### config.mk
export PLATFORM = sky130hd
export DESIGN_NAME = dpm_div_pipe
export DESIGN_NICKNAME = d
export VERILOG_FILES = /design/src/hw/rtl/dew_point_magnus_core_macros.svh /design/src/hw/rtl/dpm_div_pipe.sv
export SDC_FILE = /design/constraint.sdc
export NUM_CORES = 2
export LEC_CHECK = 0
export BUFFER_PORTS_ARGS = -buffer_cell sky130_fd_sc_hd__buf_2
export CAP_MARGIN = 20
export CORE_MARGIN = 2
export CORE_UTILIZATION = 63
export DETAILED_ROUTE_END_ITERATION = 16
export HOLD_SLACK_MARGIN = 0.08
export PLACE_DENSITY = 0.88
export SYNTH_ARGS = -nofsm -noshare
export SYNTH_HDL_FRONTEND = slang
export SYNTH_SLANG_ARGS = --single-unit
### constraint.sdc
create_clock -name clock -period 4.38 [get_ports clock]
set_input_delay 0.438 -clock clock [delete_from_list [all_inputs] [get_ports clock]]
set_output_delay 0.438 -clock clock [all_outputs]
set_load 0.02 [all_outputs]
### src/hw/rtl/dew_point_magnus_core_macros.svh
// ----------------------------------------------------------------------------
// dew point core assertion macros
// shared property shapes for the dew point pipeline checks
// ----------------------------------------------------------------------------
`ifndef DEW_POINT_MAGNUS_CORE_MACROS_SVH
`define DEW_POINT_MAGNUS_CORE_MACROS_SVH

// same-cycle implication
`define DPM_ASSERT_IMP(label, clk, rst, ante, cons, msg) \
label: assert property (@(posedge clk) disable iff (rst) (ante) |-> (cons)) \
   else $error(msg);

// implication after a fixed number of cycles
`define DPM_ASSERT_DLY(label, clk, rst, ante, dly, cons, msg) \
label: assert property (@(posedge clk) disable iff (rst) (ante) |-> ##(dly) (cons)) \
   else $error(msg);

`endif

### src/hw/rtl/dpm_div_pipe.sv
// ----------------------------------------------------------------------------
// dpm_div_pipe
// restoring divider, one quotient bit per register stage, sideband carried
// ----------------------------------------------------------------------------
module dpm_div_pipe #(
   parameter int NW = 40,
   parameter int DW = 19,
   parameter int QW = 23,
   parameter int SW = 1
) (
   input  logic          clock,
   input  logic          reset,
   input  logic          in_valid,
   input  logic [NW-1:0] in_num,
   input  logic [DW-1:0] in_den,
   input  logic [SW-1:0] in_side,
   output logic          out_valid,
   output logic [QW-1:0] out_quot,
   output logic [SW-1:0] out_side
);

   localparam int CW = (NW > DW + QW) ? NW : DW + QW;

   logic [CW-1:0] rem_ff  [QW];
   logic [CW-1:0] rem_in  [QW];
   logic [CW-1:0] rem_src [QW];
   logic [DW-1:0] den_ff  [QW];
   logic [DW-1:0] den_src [QW];
   logic [QW-1:0] quot_ff [QW];
   logic [QW-1:0] quot_in [QW];
   logic [QW-1:0] quot_src[QW];
   logic [SW-1:0] side_ff [QW];
   logic [SW-1:0] side_src[QW];
   logic [QW-1:0] valid_ff;
   logic [QW-1:0] valid_in;

   always_comb begin
      logic [CW-1:0] step;
      rem_src[0]  = CW'(in_num);
      den_src[0]  = in_den;
      quot_src[0] = '0;
      side_src[0] = in_side;
      valid_in[0] = in_valid;
      for (int j = 1; j < QW; j++) begin
         rem_src[j]  = rem_ff[j-1];
         den_src[j]  = den_ff[j-1];
         quot_src[j] = quot_ff[j-1];
         side_src[j] = side_ff[j-1];
         valid_in[j] = valid_ff[j-1];
      end
      // stage j settles quotient bit QW-1-j
      for (int j = 0; j < QW; j++) begin
         step = CW'(den_src[j]) << (QW - 1 - j);
         if (rem_src[j] >= step) begin
            rem_in[j]  = rem_src[j] - step;
            quot_in[j] = quot_src[j] | (QW'(1) << (QW - 1 - j));
         end else begin
            rem_in[j]  = rem_src[j];
            quot_in[j] = quot_src[j];
         end
      end
   end

   always_ff @(posedge clock) begin
      if (reset) begin
         valid_ff <= '0;
      end else begin
         valid_ff <= valid_in;
      end
   end

   always_ff @(posedge clock) begin
      for (int j = 0; j < QW; j++) begin
         rem_ff[j]  <= rem_in[j];
         den_ff[j]  <= den_src[j];
         quot_ff[j] <= quot_in[j];
         side_ff[j] <= side_src[j];
      end
   end

   assign out_valid = valid_ff[QW-1];
   assign out_quot  = quot_ff[QW-1];
   assign out_side  = side_ff[QW-1];

endmodule

==> metrics.md <==
| Metric | Value |
|---|---|
| CP max-delay cell | o41ai_1 |
| P_int | about 37,000 uW |
| Final HPWL DP | 114,300 um |
| Total Routed Length | around 170,000 um |
| CP bufs+invs | 1 |
| Die Y | about 330 um |
| CTS tree | built |
| Max_cap viols | 0 |
| Layout cell share with drive strength beyond 1 | about 7.4% |
| Clock slew at reported path FFs | 100 ps |
| Root buf cell | clkbuf_16 |
| Setup TNS | 0 ps |
| Final hold violations | 0 |
| Delay-heaviest family, CP | compound AO/OA/AOI/OAI gates |
| Top cells by count, synth | dfxtp_1 (1,664), inv_1 (543), nand2_1 (518) |
| Flop pwr share | between 30% and 40% |
| Routability cong. | ~0.96 |
| Comb power frac | 36.1% |
| P_leak | around 0.033 uW |
| Largest net degree at the start of global routing | 40 |
| Avg Synthesized Cell Area | a little under 10 um^2 |
| Final setup viols | 0 |
| Via-to-Cell Ratio | 5.947 |
| Synth area leader | dfxtp_1 |
| # resized after CTS | 0 |
| Crit path DAT | ~4600 ps |
| Die Width | roughly 330 um |
| Max Freq | between 200 and 300 MHz |
| Seq. cell area | 33,310 um^2 |
| Clk pwr share | about a quarter |
| Worst min-delay path category | primary input to flop |
| Vias | around 50,000 |
| Setup ws final | between 400 and 500 ps |
| Worst slew margin | between 20% and 30% |
| Final Cycle Share | between 80 and 90% |
| Clock sink count | around 1,700 |
| Asr flop ratio synth | 0% |
| Initial Util | between 60 and 70% |
| EDFF count, synth | 0 |
| Iter 0 DRT Violations | about 4,500 |
| Outcome | finished clean |
| Post-CTS Setup Inserts | 0 |
| Yosys top cell area share | between 50% and 60% |
| Core area | 103,500 um^2 |
| Clk_skew | 70.75 ps |
| DRC | 0 |
| Clk buf depth | 3 |
| WP data required | 5050 ps |
| Max H-tree Level | 4 |
| Antenna Nets Post-Route | 0 |
| Placed Cells | roughly 8,100 |
| Row count | 118 |
| Switching share of total power | between 30% and 40% |
| Yosys Warn Count | 0 |
| Initial antenna violation count | 4 |
| PortBufs | just under 90 |
| Clk Latency, worst-skew pair | around 810 ps |
| Post-route insts no fill | about 8,500 |
| Seq/Total Area, Yosys | about half |
| Die Area | between 100,000 and 150,000 um^2 |
| First-pass GRT wire length | 266,900 um |
| Crit-path cells | inv_1, ha_1, nor2b_1, o21ai_0, a21oi_1, o41ai_1, o21ai_0, or4_1, a31oi_1, o211ai_1, xnor2_1 |
| Global Route Usage Sum | a little under a third |
| Vias in the first global route | slightly above 50,000 |
| Period minus WS final | ~3900 ps |
| VDD IR-drop max | 0.5333 mV |
| Most used cell, CP | o21ai_0 |
| Slew @ Worst Pin | 1041 ps |
| Final Max Slew Viols | 0 |
| Worst slack, placed | approximately 700 ps |
| Slowest stage delay, CP | 850 ps |
| Area of the multi-input gates | 29,840 um^2 |
| Synth area leaders | dfxtp_1 (51%), ha_1 (8.3%), xnor2_1 (3.9%) |
| Io pins | 88 |
| Worst Hold Slack | ~280 ps |
| WL/cell | 19.87 um |
| Crit path max fanout | 4 |
| Critical path type | flop to flop |
| Nature of the critical path startpoint | flop |
| RSZ-0062 raised after global routing | false |
| Nets | 7,489 |
| Pwr dens | roughly 780 nW/um^2 |
| # fillers | between 6,000 and 7,000 |
| Total CTS buffers | 160 |
| Dominant synthesized flop cell | dfxtp_1 |
| Switching power | between 20,000 and 25,000 uW |
| Synthesized flop and latch total | 1,664 |
| Synthesized netlist net count | roughly 7,300 |
| Area growth, synth to finish | 12.71% |
| Synthesized area | between 60,000 and 70,000 um^2 |
| Total grt overflow | 0 |
| Power Total | 58,030 uW |
| Count leader, synth | dfxtp_1 |
| Initial DRT Pass Iterations | 6 |
| Setup crit end kind | flop |
| Cells after Synth | approximately 6,800 |
| CTS Hold Buffers Added | 63 |
| Distinct cells, synth | 86 |
==> cell type report <==
cell class              count  share of cell area, %
diodes                      6                0.02025
clock buffers             217                  6.257
clock inverters            74                  1.637
inverters                 546                  2.764
multi-input cells        4410                  40.24
flip-flops and latches   1664                  44.93
well taps                1380                  2.329
repair buffers            186                  1.826
==> worst reg2reg max path, cell delays in order (launching register included) <==
cell	delay (ps)
dfxtp_1	340
inv_1	70
ha_1	360
nor2b_1	200
o21ai_0	320
a21oi_1	250
o41ai_1	850
o21ai_0	360
or4_1	480
a31oi_1	280
o211ai_1	130
xnor2_1	150
==> worst paths after layout <==
path | start | end | slack [ps] | depth (start not counted)
setup / recovery | den_ff[0][21] | rem_ff[0][124] | 460 | 11
hold / removal | in_den[2] | den_ff[0][2] | 280 | 2
setup reg to reg | den_ff[0][21] | rem_ff[0][124] | 460 | 11
hold reg to reg | den_ff[2][31] | den_ff[2][50] | 310 | 0
==> power by group through the flow <==
| stage | Clock [uW] | Sequential, uW | Combinational, uW |
|---|---|---|---|
| finish | 14900 | 22200 | 20900 |
| global route | 15600 | 22500 | 22900 |
| CTS | 14900 | 22100 | 20400 |
| detailed placement | 0 | 22300 | 19800 |
| global placement | 0 | 22200 | 19100 |
| floorplan | 0 | 21100 | 15800 |
==> cell usage in the layout, fill, tap and decap left out, types with 63 or more instances in the layout <==
cell type,instances
nor2_1,437
dfxtp_1,1664
a21oi_1,429
nor3_1,149
nor2b_1,81
a21o_1,160
dlygate4sd3_1,63
nand2_1,518
nand3_1,116
clkbuf_16,161
ha_1,436
buf_2,87
or3_1,69
xnor2_1,291
o21ai_0,406
inv_1,543
o21a_1,78
xor2_1,266
nor4_1,120
nand4_1,75
nand2b_1,102
==> cell families (layout without fill, tap and decap cells) <==
kind of cell	after synthesis	count (layout)	synth area share (%)
simple gates	1914	1914	14.59
flops	1664	1664	50.64
compound gates	1417	1417	13.24
buf+inv	685	1023	4.061
xor+xnor	557	557	7.416
fa+ha+maj	458	458	8.962
mux	64	64	1.088
other cells	0	6	0
==> state kept, by name, indices dropped and copies added (netlist names) <==
name	flops
rem_ff	924
valid_ff	23
den_ff	418
side_ff	23
quot_ff	276
==> per-layer routing <==
metal / track usage, % / part of all wire [%] / wire (um) / vias up
met3: 5.856 / 6.6 / 11060 / 697
met4: 17.68 / 5.7 / 9599 / 2
li1: - / - / - / 23743
met1: 35.43 / 39 / 65210 / 23786
met2: 53.98 / 49 / 82710 / 2223
met5: 0 / 0.0065 / 11 / -
==> through the flow <==
| stage | util [%] | instance area [um^2] |
|---|---|---|
| floorplan | - | 65780 |
| global route | 71.64 | 74140 |
| CTS | 71.62 | 74120 |
| finish | 71.64 | 74150 |
| global placement | 65.35 | 67640 |
| detailed placement | 65.35 | 67640 |
Note: power is estimated with default switching activity, not from simulation.
